<file path="config.mk">
export PLATFORM = sky130hd
export DESIGN_NAME = gdd_useq
export DESIGN_NICKNAME = d
export VERILOG_FILES = /design/src/rtl/core/gdd_pkg.sv /design/src/rtl/core/gdd_useq.sv
export SDC_FILE = /design/constraint.sdc
export NUM_CORES = 1
export LEC_CHECK = 0
export BUFFER_PORTS_ARGS = -buffer_cell sky130_fd_sc_hd__clkbuf_2
export CAP_MARGIN = 5
export CORE_AREA = 2 2 39 41
export CTS_CLUSTER_SIZE = 10
export DETAILED_ROUTE_END_ITERATION = 6
export DIE_AREA = 0 0 41 43
export GPL_ROUTABILITY_DRIVEN = 1
export PLACE_DENSITY = 0.88
export SLEW_MARGIN = 20
export SYNTH_ARGS = -nofsm -noshare
export SYNTH_HDL_FRONTEND = slang
export SYNTH_SLANG_ARGS = --single-unit
</file>
<file path="constraint.sdc">
create_clock -name clk_i -period 5.9 [get_ports clk_i]
set_input_delay 1.18 -clock clk_i [delete_from_list [all_inputs] [get_ports clk_i]]
set_output_delay 1.18 -clock clk_i [all_outputs]
set_load 0.01 [all_outputs]
</file>
<file path="src/rtl/core/gdd_pkg.sv">
// shared constants, types and microcode table for the downhill drop grid
package gdd_pkg;

  // grid geometry
  localparam int unsigned GRID_SIDE  = 64;
  localparam int unsigned COORD_W    = (GRID_SIDE > 1) ? $clog2(GRID_SIDE) : 1;
  localparam int unsigned CELL_COUNT = GRID_SIDE * GRID_SIDE;
  localparam int unsigned CELL_W     = $clog2(CELL_COUNT);

  // fixed field widths of the channels
  localparam int unsigned OP_W    = 2;
  localparam int unsigned FIELD_W = 6;
  localparam int unsigned LEVEL_W = 8;
  localparam int unsigned ENTRY_W = LEVEL_W + 1;

  typedef logic [COORD_W-1:0] coord_t;
  typedef logic [CELL_W-1:0]  cell_t;
  typedef logic [LEVEL_W-1:0] level_t;

  typedef enum logic [OP_W-1:0] {
    OP_DROP = 2'd0,
    OP_LOAD = 2'd1,
    OP_READ = 2'd2
  } op_e;

  // microcode steps
  typedef enum logic [3:0] {
    S_IDLE    = 4'd0,
    S_D_CUR   = 4'd1,
    S_D_HERE  = 4'd2,
    S_D_LEFT  = 4'd3,
    S_D_RIGHT = 4'd4,
    S_D_UP    = 4'd5,
    S_D_DOWN  = 4'd6,
    S_D_WET   = 4'd7,
    S_EMIT    = 4'd8,
    S_L_WR    = 4'd9,
    S_R_CUR   = 4'd10,
    S_R_DATA  = 4'd11
  } step_e;

  typedef enum logic [2:0] {
    NBR_CUR   = 3'd0,
    NBR_LEFT  = 3'd1,
    NBR_RIGHT = 3'd2,
    NBR_UP    = 3'd3,
    NBR_DOWN  = 3'd4
  } nbr_e;

  typedef enum logic [1:0] {
    WR_NONE = 2'd0,
    WR_LOAD = 2'd1,
    WR_DROP = 2'd2
  } wr_e;

  typedef enum logic [2:0] {
    COND_NEXT     = 3'd0,
    COND_JUMP     = 3'd1,
    COND_DISPATCH = 3'd2,
    COND_LOWER    = 3'd3,
    COND_EMIT     = 3'd4
  } cond_e;

  // one control word
  typedef struct packed {
    nbr_e  addr;     // cell whose entry is read
    logic  rd;       // issue a read
    logic  here_ld;  // capture read data as the current cell
    nbr_e  cmp;      // neighbor checked against the current cell
    wr_e   wr;       // write back the current cell
    cond_e cond;     // how the step counter moves
    step_e target;   // jump destination
  } ctrl_t;

  // status from the datapath to the sequencer
  typedef struct packed {
    logic            go;        // word accepted this cycle
    logic [OP_W-1:0] op;        // its op code
    logic            lower;     // checked neighbor is valid and strictly lower
    logic            out_free;  // result register can take a new word
  } seq_stat_t;

  function automatic ctrl_t ucode(input step_e s);
    ctrl_t w;
    w = '{addr: NBR_CUR, rd: 1'b0, here_ld: 1'b0, cmp: NBR_CUR, wr: WR_NONE,
          cond: COND_NEXT, target: S_IDLE};
    case (s)
      S_IDLE:    w.cond = COND_DISPATCH;
      S_D_CUR:   w.rd = 1'b1;
      S_D_HERE: begin
        w.here_ld = 1'b1;
        w.addr    = NBR_LEFT;
        w.rd      = 1'b1;
      end
      S_D_LEFT: begin
        w.cmp = NBR_LEFT;  w.addr = NBR_RIGHT; w.rd = 1'b1;
        w.cond = COND_LOWER; w.target = S_D_CUR;
      end
      S_D_RIGHT: begin
        w.cmp = NBR_RIGHT; w.addr = NBR_UP;    w.rd = 1'b1;
        w.cond = COND_LOWER; w.target = S_D_CUR;
      end
      S_D_UP: begin
        w.cmp = NBR_UP;    w.addr = NBR_DOWN;  w.rd = 1'b1;
        w.cond = COND_LOWER; w.target = S_D_CUR;
      end
      S_D_DOWN: begin
        w.cmp = NBR_DOWN;
        w.cond = COND_LOWER; w.target = S_D_CUR;
      end
      S_D_WET:   w.wr = WR_DROP;
      S_EMIT: begin
        w.cond   = COND_EMIT;
        w.target = S_IDLE;
      end
      S_L_WR: begin
        w.wr     = WR_LOAD;
        w.cond   = COND_JUMP;
        w.target = S_EMIT;
      end
      S_R_CUR:   w.rd = 1'b1;
      S_R_DATA: begin
        w.here_ld = 1'b1;
        w.cond    = COND_JUMP;
        w.target  = S_EMIT;
      end
      default: begin
        w.cond   = COND_JUMP;
        w.target = S_IDLE;
      end
    endcase
    return w;
  endfunction

  // out-of-grid coordinates saturate to the last row or column
  function automatic coord_t clamp_coord(input logic [FIELD_W-1:0] v);
    if (int'(v) >= int'(GRID_SIDE)) begin
      return coord_t'(GRID_SIDE - 1);
    end
    return coord_t'(v);
  endfunction

  function automatic cell_t cell_addr(input coord_t x, input coord_t y);
    return CELL_W'(int'(y) * int'(GRID_SIDE) + int'(x));
  endfunction

endpackage

</file>
<file path="src/rtl/core/gdd_useq.sv">
// microcode step counter with op dispatch and conditional jumps
module gdd_useq (
  input  logic                clk_i,
  input  logic                rst_ni,
  input  gdd_pkg::seq_stat_t  stat_i,
  output gdd_pkg::ctrl_t      ctrl_o,
  output gdd_pkg::step_e      step_o
);

  gdd_pkg::step_e pc_q, pc_d;
  gdd_pkg::ctrl_t ctrl;
  gdd_pkg::step_e pc_inc;

  assign ctrl   = gdd_pkg::ucode(pc_q);
  assign pc_inc = gdd_pkg::step_e'(pc_q + 4'd1);

  always_comb begin
    pc_d = pc_q;
    case (ctrl.cond)
      gdd_pkg::COND_NEXT: pc_d = pc_inc;
      gdd_pkg::COND_JUMP: pc_d = ctrl.target;
      gdd_pkg::COND_DISPATCH: begin
        if (stat_i.go) begin
          case (stat_i.op)
            gdd_pkg::OP_DROP: pc_d = gdd_pkg::S_D_CUR;
            gdd_pkg::OP_LOAD: pc_d = gdd_pkg::S_L_WR;
            default:          pc_d = gdd_pkg::S_R_CUR;  // unused code reads
          endcase
        end
      end
      gdd_pkg::COND_LOWER: pc_d = stat_i.lower ? ctrl.target : pc_inc;
      gdd_pkg::COND_EMIT:  pc_d = stat_i.out_free ? ctrl.target : pc_q;
      default:             pc_d = gdd_pkg::S_IDLE;
    endcase
  end

  always_ff @(posedge clk_i or negedge rst_ni) begin
    if (!rst_ni) begin
      pc_q <= gdd_pkg::S_IDLE;
    end else begin
      pc_q <= pc_d;
    end
  end

  assign ctrl_o = ctrl;
  assign step_o = pc_q;

`ifndef ASSERT_OFF
  // a word is only taken in the idle step
  a_go_idle: assert property (@(posedge clk_i) disable iff (!rst_ni)
    stat_i.go |-> pc_q == gdd_pkg::S_IDLE)
    else $error("word taken outside idle step");

  // a stalled result step holds
  a_emit_hold: assert property (@(posedge clk_i) disable iff (!rst_ni)
    (pc_q == gdd_pkg::S_EMIT && !stat_i.out_free) |=> pc_q == gdd_pkg::S_EMIT)
    else $error("result step left while output busy");

  // a downhill move restarts the walk at the new cell
  a_move_restart: assert property (@(posedge clk_i) disable iff (!rst_ni)
    (ctrl.cond == gdd_pkg::COND_LOWER && stat_i.lower) |=> pc_q == gdd_pkg::S_D_CUR)
    else $error("downhill move did not restart walk");
`endif

endmodule
</file>
After elaboration in Yosys (flattened, before gate mapping)
Index checks and enable logic that the tools add are counted.
- register bits after elaboration: 4
- output and inout bits: 21
- word-level logic and storage cells: 41
- add/sub/neg operators: 1
- eq/ne operators: 18
- mux-type cells: 12
- reduce and logical (&&, ||, !) cells: 9
- operator list (kind ; count):
    one-hot mux 3 bit (4 select lines) ; 3
    one-hot mux 4 bit (5 select lines) ; 1
    equality test 4 x 3 -> 1 bit, second input constant ; 4
    equality test 4 bit, second input constant ; 4
    one-hot mux 4 bit (2 select lines) ; 2
    2-to-1 mux 4 bit ; 3
    equality test 4 x 2 -> 1 bit, second input constant ; 2
    OR reduction 4 bit ; 2
    equality test 3 x 2 -> 1 bit, second input constant ; 2
    OR reduction 6 bit ; 1
    adder 4 x 1 -> 4 bit, second input constant ; 1
    equality test 4 x 1 -> 1 bit, second input constant ; 1
    logical NOT 4 bit ; 1
    inequality test 2 bit, second input constant ; 2
    one-hot mux 2 bit (2 select lines) ; 1
    OR reduction 2 bit ; 2
    equality test 3 x 1 -> 1 bit, second input constant ; 1
    equality test 3 bit, second input constant ; 1
    logical NOT 3 bit ; 1
    equality test 2 x 1 -> 1 bit, second input constant ; 1
    logical NOT 2 bit ; 1
    2-to-1 mux 1 bit ; 2
    AND reduction 2 bit ; 1

Depth between registers and ports, before layout
Gate-level depths: netlist (run 1).
- word-level depth: 6
- depth in mapped cells: 9
- depth with buffers taken out: 7

Least setup slack after synthesis (run 1)
OpenSTA, ideal clock, no wires.
- path type: reg-to-output
- start: register pc_q[0] (netlist: step_o[0])
- end: output port ctrl_o[4] (netlist bit)
- data arrival time: 1.693 ns
- setup slack: 3.027 ns
- stages on the path, launching flop included: 6
- path through: dfrtp_1 -> inv_1 -> ha_1 -> or2_1 -> or4_4 -> o21a_1
- RTL lines (what ; line ; source):
    start: declaration ; gdd_useq.sv:10 ; gdd_pkg::step_e pc_q, pc_d;
    start signal: assignment ; gdd_useq.sv:39 ; pc_q <= gdd_pkg::S_IDLE;
    start signal: assignment ; gdd_useq.sv:41 ; pc_q <= pc_d;
    end: declaration ; gdd_useq.sv:6 ; output gdd_pkg::ctrl_t ctrl_o,

==> run summary, run 1 <==
In this run, synthesis inferred 0 flip-flops with an integrated enable. The number of I/O pins came out at 28. The detailed-router iteration count before antenna repair came out at 4. The final core utilization came out at 0.5226. The area inside the core boundary is 1384 µm². The post-route fraction of the period consumed by the critical path came out at 0.5496. The slack of the worst reg-to-reg path is 3.79 ns.

Among all flip-flop cells after synthesis, the most frequent one is sky130_fd_sc_hd__dfrtp_1. The cell area after technology mapping is 601.8 µm². The global router's overall resource usage is 0.1804. The static leakage is 0.3817 nW. For this design the ratio of total power to cell area is 499.7 nW/µm². The maximum vdd drop is 0.1945 mV. The number of global-route vias before repair came out at 528. The TritonCTS clock tree is done.

The hold buffer count at cts came out at 0. The pre-CTS worst setup slack is 2.894 ns. Compared with the post-synthesis result, the final layout area differs by 20.17%.

Counting the buffers created by CTS gives 3. In the final layout, the share of cells above drive strength 1 is 0.3592. The post-layout minimum cycle time came out at 3.243 ns. The number of antenna violations at the first check in global routing is 0.

Once routing completed, OpenROAD measured the worst setup slack at 2.657 ns. The area after detailed placement is 700.7 µm². The worst setup path is captured at a primary output. Of all flip-flops after synthesis, the portion carrying an async set or reset was 1.000. Buffers placed on the I/O ports in this run total 25. The number of rows created at floorplan is 14.

Clock tree synthesis selected as its root buffer the cell sky130_fd_sc_hd__clkbuf_4. From bottom edge to top edge, the die measures 43 µm. The worst hold path belongs to the class reg2reg. Setup violations remaining at the end of the flow were counted as 0. The final RePlAce weighted congestion came out at 0.9295. The count of nets after finishing came out at 116. Setup repair after global routing left no endpoint under its margin.

The count of endpoints failing hold in the final timing report is 0. The number of sinks driven by the clock tree is 4. The part of the Yosys area used for sequential elements is 0.1663.

The total number of vias came out at 638. The clock latency on the worst-skew pair came out at 0.23 ns. After synthesis, the mean cell area works out to 7.430 µm². The required arrival time at the worst endpoint is 4.72 ns. The number of flip-flops and latches in the synthesized netlist is 4. The detail route stage leaves a number of antenna-violating nets equal to 0. Of all nets on the critical path, the largest fanout is 8.

Summed over all layers, the routed wires come to 1395 µm. The most common cell in the netlist is sky130_fd_sc_hd__nor2_1. The register with the most flip-flops in the layout has 4 of them. The buffer levels on the longest clock path came out at 2. The cell count after synthesis came out at 81.

The horizontal extent of the die came out at 41 µm. The final number of max-transition violations came out at 0. sky130_fd_sc_hd__dfrtp_1 takes more of the synthesized area than any other cell. Max-cap violations in this run came to 0. In the post-synthesis netlist, the biggest area contributors are sky130_fd_sc_hd__dfrtp_1 17%, sky130_fd_sc_hd__ha_1 8.3%, sky130_fd_sc_hd__nor2_1 5.6%. Clock skew on the completed layout was measured at 0.0009584 ns. The maximum number of pins on one net before global-route repair came out at 18. The post-detailed-route via-to-cell ratio is 5.361. The completed layout was analyzed and its total power is 361.3 µW. The unique cell type count in the Yosys netlist came out at 37. The type of the worst setup path is reg2out. The post-CTS repair timing setup buffer count came out at 0. The setup TNS is 0 ns. After detailed routing, the average wire length per cell comes to 11.72 µm. The number of warnings issued by yosys came out at 0. The share of Yosys cell area claimed by the top area cell type came out at 0.1663. The highest attainable clock frequency came out at 308.4 MHz. The worst setup path is launched from a register. In this run the number of H-tree levels came out at 1.

The area of the die is 1763 µm². The flow ran to the end, and the final reports show no timing, DRC or antenna violations. 0 antenna diodes ended up in the layout. In the synthesized netlist, the cells that appear most often are 9 x sky130_fd_sc_hd__nor2_1, 6 x sky130_fd_sc_hd__a21oi_1, 6 x sky130_fd_sc_hd__nand2_1.

The number of gates resized after CTS is 0. The total global routing overflow is 0. STA puts the critical path data arrival time at 2.06 ns. The final routed DRC violation total came out at 0. The clock-pin slew on the worst setup and hold paths is 0.03 ns.

The final HPWL from detailed placement came out at 1109 µm. The first-pass GRT wire length came out at 2242 µm. The summed area of non-filler cells in the final layout is 723.2 µm². The detailed router's first-iteration violation count came out at 12. The starting density of the core is 0.4349.
## layout make-up
class,count,area (µm²)
sequential,4,100.1
timing repair buffer,25,125.1
inverter,6,25.02
fill,154,660.6
multi-input combinational,65,430.4
clock buffer,3,22.52
tap,16,20.02
## cell families after synthesis
group / synth area share
AO/OA/AOI/OAI: 0.2058
XOR/XNOR: 0.01456
adder cells (fa/ha/maj): 0.08316
buffers and inverters: 0.1247
flip-flops: 0.1663
multiplexers: 0.03327
other: 0.006231
AND/OR/NAND/NOR: 0.3659
## routing by layer
layer,track usage,wire [µm],vias up
met5,0,0,-
met2,0.2781,665,29
met1,0.2443,609,290
met3,0.01571,102,2
met4,0.08000,18,0
li1,-,-,317
## power by group
| part | switching [mW] | internal [mW] |
|---|---|---|
| clock | 0.00976 | 0.0227 |
| sequential | 0.0244 | 0.0387 |
| combinational | 0.152 | 0.114 |
| total | 0.186 | 0.175 |
## per-stage QoR
step                hold slack [ns]  cells
finish                       0.6448    119
floorplan                    0.6370     82
global placement             0.6244    116
global route                 0.7010    119
detailed placement           0.6366    116
CTS                          0.6414    119
## path summary, 6_finish.rpt
| kind | from | end | depth (start not counted) |
|---|---|---|---|
| min in group asynchronous | rst_ni | step_o[2] | 1 |
| max in group asynchronous | rst_ni | step_o[0] | 1 |
| worst min register to register | step_o[1] | step_o[1] | 2 |
| worst max register to register | step_o[0] | step_o[1] | 7 |
| worst max-delay path | step_o[0] | ctrl_o[4] | 6 |
| worst min-delay path | step_o[1] | step_o[1] | 2 |
## layout by cell type (no fill, tap or decap), types with 2 or more instances in the layout
master and count:
sky130_fd_sc_hd__clkbuf_2 25, sky130_fd_sc_hd__nor2_1 9, sky130_fd_sc_hd__a21oi_1 6, sky130_fd_sc_hd__nand2_1 6
sky130_fd_sc_hd__inv_1 5, sky130_fd_sc_hd__ha_1 4, sky130_fd_sc_hd__dfrtp_1 4, sky130_fd_sc_hd__nand2b_1 3
sky130_fd_sc_hd__o21a_1 3, sky130_fd_sc_hd__nand3_1 3, sky130_fd_sc_hd__clkbuf_4 3, sky130_fd_sc_hd__and3_1 2
sky130_fd_sc_hd__nand3b_1 2, sky130_fd_sc_hd__or3b_1 2, sky130_fd_sc_hd__mux2i_1 2, sky130_fd_sc_hd__o21ai_2 2
sky130_fd_sc_hd__o21ai_0 2, sky130_fd_sc_hd__o21ai_1 2, sky130_fd_sc_hd__conb_1 2
## critical path, stage by stage (launching register included)
cell	delay, ns
sky130_fd_sc_hd__dfrtp_1	0.39
sky130_fd_sc_hd__inv_1	0.11
sky130_fd_sc_hd__ha_1	0.30
sky130_fd_sc_hd__or2_1	0.28
sky130_fd_sc_hd__or4_4	0.50
sky130_fd_sc_hd__o21a_1	0.12
sky130_fd_sc_hd__clkbuf_2	0.12
Power figures use the tool's default switching activity.
==> run 2: changes to the inputs <==
Settings changed: CORE_AREA 2 2 39 41 to not set, CORE_UTILIZATION set to 45, DIE_AREA 0 0 41 43 to not set.
Clock period 5.9 ns to 3.35 ns, I/O delays scaled along.
==> run 2 against run 1 <==
Effect of this change: final cell count shrank 1.7%; non-clock buffer count did not move; critical path depth did not move; design area down 0.35%; sequential power up 79%; sequential cell count unchanged; highest routed layer unchanged; hold slack got worse by 0.41 ns; clock skew about the same; clock power rose by 74%; clock-buffer cell count did not move.
==> run summary, run 2 (synthesis results as in run 1) <==
The flow ran to the end, and the final reports show no timing, DRC or antenna violations. The share of total power dissipated in the clock network is 0.088. The share of layout cells above drive strength 1 came out at 0.3592.

CTS built an H-tree with a depth of 1. The register share of total power is 0.176. Setup repair after global routing left no endpoint under its margin. The initial utilization of the core area, before any placement, comes to 0.5139. The global router's overall resource usage is 0.2236. The wire-length estimate of the detail-placed layout is 1041 µm.

STA classifies the critical path startpoint as a register. Once layout is done, the placed cells without fillers occupy 720.7 µm². The signal on the critical path passes through inv_1 -> ha_1 -> or2_1 -> or4_4 -> o21a_1 -> clkbuf_2.

The number of gates resized after CTS is 0. The reported max-cap violation count came out at 0. Among all stages on the critical path, the largest delay is contributed by sky130_fd_sc_hd__or4_4.

In the layout the commonest cells are 25 x sky130_fd_sc_hd__clkbuf_2, 9 x sky130_fd_sc_hd__nor2_1, 6 x sky130_fd_sc_hd__a21oi_1, 6 x sky130_fd_sc_hd__nand2_1, 5 x sky130_fd_sc_hd__inv_1. The leading cell type in the layout, fill and taps excluded is sky130_fd_sc_hd__clkbuf_2. The highest attainable clock frequency is 367.1 MHz. The number of global-route vias before repair was 497. After clock tree synthesis, the flow added hold-fix buffers numbering 0. In this run the power spent charging and discharging nets is 332.1 µW.

STA classifies the critical path endpoint as a primary output. The worst-path maximum fanout came out at 8. The setup TNS is 0 ns. Global routing finished with a remaining overflow of 0. By startpoint and endpoint, the worst setup path is classified as reg2out. In this run the tool buffered the top-level ports with 25 buffer cells. The register with the most flip-flops in the layout has 4 of them. After detailed routing, the number of vias per cell comes to 5.444. The critical path's largest stage delay came out at 0.50 ns. The root buffer cell is sky130_fd_sc_hd__clkbuf_4. The clock tree skew after final layout came out at 0.001173 ns. The final number of max-transition violations is 0. The post-route fraction of the period consumed by the critical path came out at 0.8132. The synthesis-to-layout area growth is 19.75%.

CTS saw 4 sinks. Internal power comes to 308.7 µW. The TritonCTS buffer count came out at 3. The switching power share of the total is 0.5182.

The final layout contains routed wiring with a total length of 1392 µm. In the routed design, unresolved DRC markers number 0. The number of endpoints failing setup at the final stage is 0. The clock latency on the worst-skew pair is 0.23 ns. The final worst slack came out at 0.6259 ns. Measured in cells, the most critical reg-to-reg path has a length of 7. The maximum number of pins on one net before global-route repair is 18. The clock-pin slew on the worst setup and hold paths came out at 0.03 ns. The pre-CTS worst setup slack came out at 0.8829 ns. Counting along the longest clock path gives a buffer depth of 2. The power density of the placed cells came out at 889.3 nW/µm². The post-CTS repair timing setup buffer count is 0. The repair_antennas step left the layout with diodes totalling 0. The detailed-router iteration count before antenna repair is 4.

The static leakage is 0.3817 nW. The vertical extent of the die came out at 38.57 µm. The area of the die is 1488 µm². At the end of the flow, the number of nets in the layout was 116. At the end of routability-driven placement, the weighted congestion stood at 0.8707. The class of the most critical hold timing path is in2async. In this run the standard cell core region covers 1171 µm². The number of rows created at floorplan is 12. The worst-case IR drop observed on VDD is 0.5339 mV. Dividing the detail-routed wire length by the instance count gives 11.90 µm.

The fraction of power consumed by combinational cells came out at 0.736. The post-layout minimum cycle time came out at 2.724 ns. The final core utilization is 0.6154. The horizontal extent of the die came out at 38.57 µm. The number of I/O pins is 28. The count of endpoints failing hold in the final timing report came out at 0. The data arrival at the endpoint of the critical path came out at 2.05 ns. The first-pass GRT wire length is 2270 µm. TritonCTS built the clock tree. The area after detailed placement came out at 698.2 µm². The remaining number of nets flagged by the antenna check after routing is 0.

After the first detailed-routing iteration, the DRC count stood at 12. STA puts the critical path data required time at 2.68 ns. The total number of vias came out at 637. The number of antenna violations at the first check in global routing is 0.
==> run 2: cell counts in the layout (fill, tap and decap cells not counted) <==
No cell type changed its count.
==> run 2: cell type report <==
class | instances | area (µm²)
fillers | 117 | 450.4
multi-input cells | 65 | 430.4
well taps | 14 | 17.52
repair buffers | 25 | 125.1
clock buffers | 3 | 22.52
inverters | 6 | 25.02
flip-flops and latches | 4 | 100.1
==> run 2: per-stage QoR <==
step	hold slack [ns]	total power, mW	instances
6_report	0.2389	0.6409	117
5_1_grt	0.2244	0.7091	117
4_1_cts	0.2308	0.6415	117
3_5_place_dp	0.4773	0.5779	114
3_3_place_gp	0.4766	0.5697	114
2_1_floorplan	0.3744	0.4573	82
==> run 2: worst paths after layout <==
| check | start | to | slack [ns] |
|---|---|---|---|
| max | step_o[0] | ctrl_o[4] | 0.63 |
| min | rst_ni | step_o[0] | 0.24 |
| max reg2reg | step_o[0] | step_o[0] | 1.17 |
| min reg2reg | step_o[1] | step_o[1] | 0.65 |
| max in group asynchronous | rst_ni | step_o[1] | 2.99 |
| min in group clk_i | step_o[1] | step_o[1] | 0.65 |
==> run 2: per-layer routing <==
layer | global-route usage | part of all wire
met5 | 0 | 0
met4 | 0.1293 | 0.012
met1 | 0.2933 | 0.48
met2 | 0.3417 | 0.46
met3 | 0.03468 | 0.046
==> run 2: power by group through the flow <==
stage	combinational (mW)	sequential, mW	clock, mW
after floorplan	0.360	0.0973	0
after global placement	0.461	0.109	0
after detailed placement	0.466	0.112	0
after CTS	0.470	0.111	0.0603
after global routing	0.526	0.118	0.0649
final	0.472	0.113	0.0563
==> run 2: worst max-delay path: cells and delay by family, from the launching register on <==
family	cells	cell delay [ns]
buffers and inverters	2	0.23
DFF	1	0.41
adders and majority gates	1	0.31
AOI/OAI and AO/OA	1	0.12
and+or+nand+nor	2	0.77
==> run 3: changes to the inputs <==
Clock period 3.35 ns to 2.75 ns, I/O delays scaled along.
==> run 3 against run 2 <==
Effect of this change: clock-buffer cell count stayed put; sequential share of layout area did not move; largest power group unchanged; register-to-register slack got worse by 0.55 ns; first-iteration DRC count increased by 92%; largest cell class unchanged.
==> run summary, run 3 (synthesis results as in run 1) <==
The run finished with clean final reports. After the first detailed-routing iteration, the DRC count stood at 23. The number of sinks driven by the clock tree came out at 4. The post-route fraction of the period consumed by the critical path is 0.9457. The first TritonRoute pass finished after 4 iterations. In this run the number of H-tree levels came out at 1. Summed over all failing endpoints, the final setup total negative slack is 0 ns. Post-CTS repair changed the size of 0 cells. The power density of the placed cells is 1075 nW/µm².

The total number of vias is 611. The area inside the core boundary came out at 1171 µm². The register with the most flip-flops in the layout has 4 of them. The register share of total power came out at 0.178. The static leakage is 0.3817 nW. The count of endpoints failing hold in the final timing report was 0. The register area is 100.1 µm². The maximum vdd drop came out at 0.6861 mV.

Leaving out fill and tap cells, the most frequent cell in the layout is sky130_fd_sc_hd__clkbuf_2. The hold buffer count at cts came out at 0. The type of the worst setup path is reg2out. The final number of max-transition violations is 0. The clock latency on the worst-skew pair is 0.22 ns. In this run the worst hold path is classified as in2async. In the layout the commonest cells are 25 x sky130_fd_sc_hd__clkbuf_2, 9 x sky130_fd_sc_hd__nor2_1, 6 x sky130_fd_sc_hd__a21oi_1, 6 x sky130_fd_sc_hd__nand2_1, 5 x sky130_fd_sc_hd__inv_1. The final RePlAce weighted congestion is 0.8689. The post-layout minimum cycle time is 2.601 ns. In this run the worst path has a maximum fanout of 8.

The root buffer cell is sky130_fd_sc_hd__clkbuf_4. The starting density of the core came out at 0.5139. The die is 38.57 µm tall.

The worst register-to-register path ends at step_o[0]. The number of antenna violations at the first check in global routing came out at 0. Summed over all nets, the switching power comes to 399.2 µW. The average routed wire per standard cell is 11.78 µm. The number of endpoints failing setup at the final stage came out at 0. The reported max-cap violation count came out at 0. The synthesis-to-layout area growth is 19.75%. The proportion of power drawn by the clock network came out at 0.087. The worst setup path is captured at a primary output. The final layout contains routed wiring with a total length of 1378 µm. TritonCTS built the clock tree. The horizontal extent of the die came out at 38.57 µm. The global router's overall resource usage came out at 0.2154.

The slack of the worst reg-to-reg path is 0.62 ns. The number of rows created at floorplan is 12. Pin placement for this block handled 28 I/O pins. The filler cells instantiated in the layout total 112.

The cell depth of the worst flop-to-flop path is 7. The net count of the finished layout is 116. The first-pass GRT wire length came out at 2159 µm. Following the worst setup path forward leads to its endpoint at ctrl_o[4]. Clock skew on the completed layout was measured at 0.002733 ns. Timing would allow up to 384.5 MHz. The fraction of power consumed by combinational cells came out at 0.736. The required arrival time at the worst endpoint came out at 2.20 ns.

The count of nets left with antenna violations once routing finished came out at 0. The share of layout cells above drive strength 1 is 0.3592. The total global routing overflow came out at 0. The overall power of the completed layout is 774.6 µW. The area of the die came out at 1488 µm².

In this run the critical register-to-register path is launched from step_o[1]. The internal power contribution came out at 375.3 µW. The multi-input logic area is 430.4 µm². Setup repair after global routing left no endpoint under its margin. The startpoint of the most critical setup path is step_o[0]. The post-CTS repair timing setup buffer count is 0.

The maximum number of pins on one net before global-route repair came out at 18. STA puts the critical path data arrival time at 2.05 ns. The final routed DRC violation total is 0. The count of buffers from port buffering came out at 25. The repair_antennas step left the layout with diodes totalling 0. In the routed layout, each cell is associated on average with a via count of 5.222. The buffer levels on the longest clock path is 2. The final HPWL from detailed placement is 1052 µm. The nature of the critical path startpoint is a register. The TritonCTS buffer count is 3. The switching power share of the total is 0.5154. The number of global-route vias before repair came to 496. Clock-pin slew was measured on the worst setup and hold paths at 0.03 ns.
==> run 3: how the worst min path moves through the flow <==
stage | slack (ns) | end
floorplan | 0.25 | step_o[0]
global placement | 0.36 | step_o[2]
detailed placement | 0.36 | step_o[0]
CTS | 0.12 | step_o[0]
global route | 0.11 | step_o[0]
finish | 0.12 | step_o[0]
==> run 3: area by class of cell <==
| class | instances | area share |
|---|---|---|
| Clock buffer | 3 | 0.03125 |
| Inverter | 6 | 0.03472 |
| Timing Repair Buffer | 25 | 0.1736 |
| Sequential cell | 4 | 0.1389 |
| Tap cell | 14 | 0.02431 |
| Multi-Input combinational cell | 65 | 0.5972 |
==> run 3: metrics by stage <==
step	cells	utilization	setup WS (ns)	area, µm²	hold slack (ns)
6_report	117	0.6154	0.1494	720.7	0.1206
2_1_floorplan	82	-	0.5073	605.6	0.2544
5_1_grt	117	0.6154	0.03735	720.7	0.1121
3_5_place_dp	114	0.5962	0.4020	698.2	0.3572
4_1_cts	117	0.6154	0.1494	720.7	0.1153
3_3_place_gp	114	0.5962	0.4499	698.2	0.3566
==> run 3: worst max-delay path, cell delays in order (launching register included) <==
cell	delay, ns
sky130_fd_sc_hd__dfrtp_1	0.41
sky130_fd_sc_hd__inv_1	0.11
sky130_fd_sc_hd__ha_1	0.30
sky130_fd_sc_hd__or2_1	0.27
sky130_fd_sc_hd__or4_4	0.50
sky130_fd_sc_hd__o21a_1	0.12
sky130_fd_sc_hd__clkbuf_2	0.12
==> run 3: power groups by stage <==
| stage | logic, mW | registers (mW) | clock network (mW) |
|---|---|---|---|
| 2_1_floorplan | 0.439 | 0.118 | 0 |
| 3_3_place_gp | 0.562 | 0.132 | 0 |
| 3_5_place_dp | 0.569 | 0.135 | 0 |
| 4_1_cts | 0.572 | 0.135 | 0.0705 |
| 5_1_grt | 0.642 | 0.140 | 0.0754 |
| 6_report | 0.570 | 0.138 | 0.0673 |
==> run 3: per-layer routing <==
layer | wire length, µm | up-vias | GRT usage
met5 | 0 | - | 0
met4 | 0 | 0 | 0.1034
met3 | 66 | 0 | 0.05202
met2 | 664 | 22 | 0.3292
met1 | 647 | 271 | 0.2801
li1 | - | 318 | -
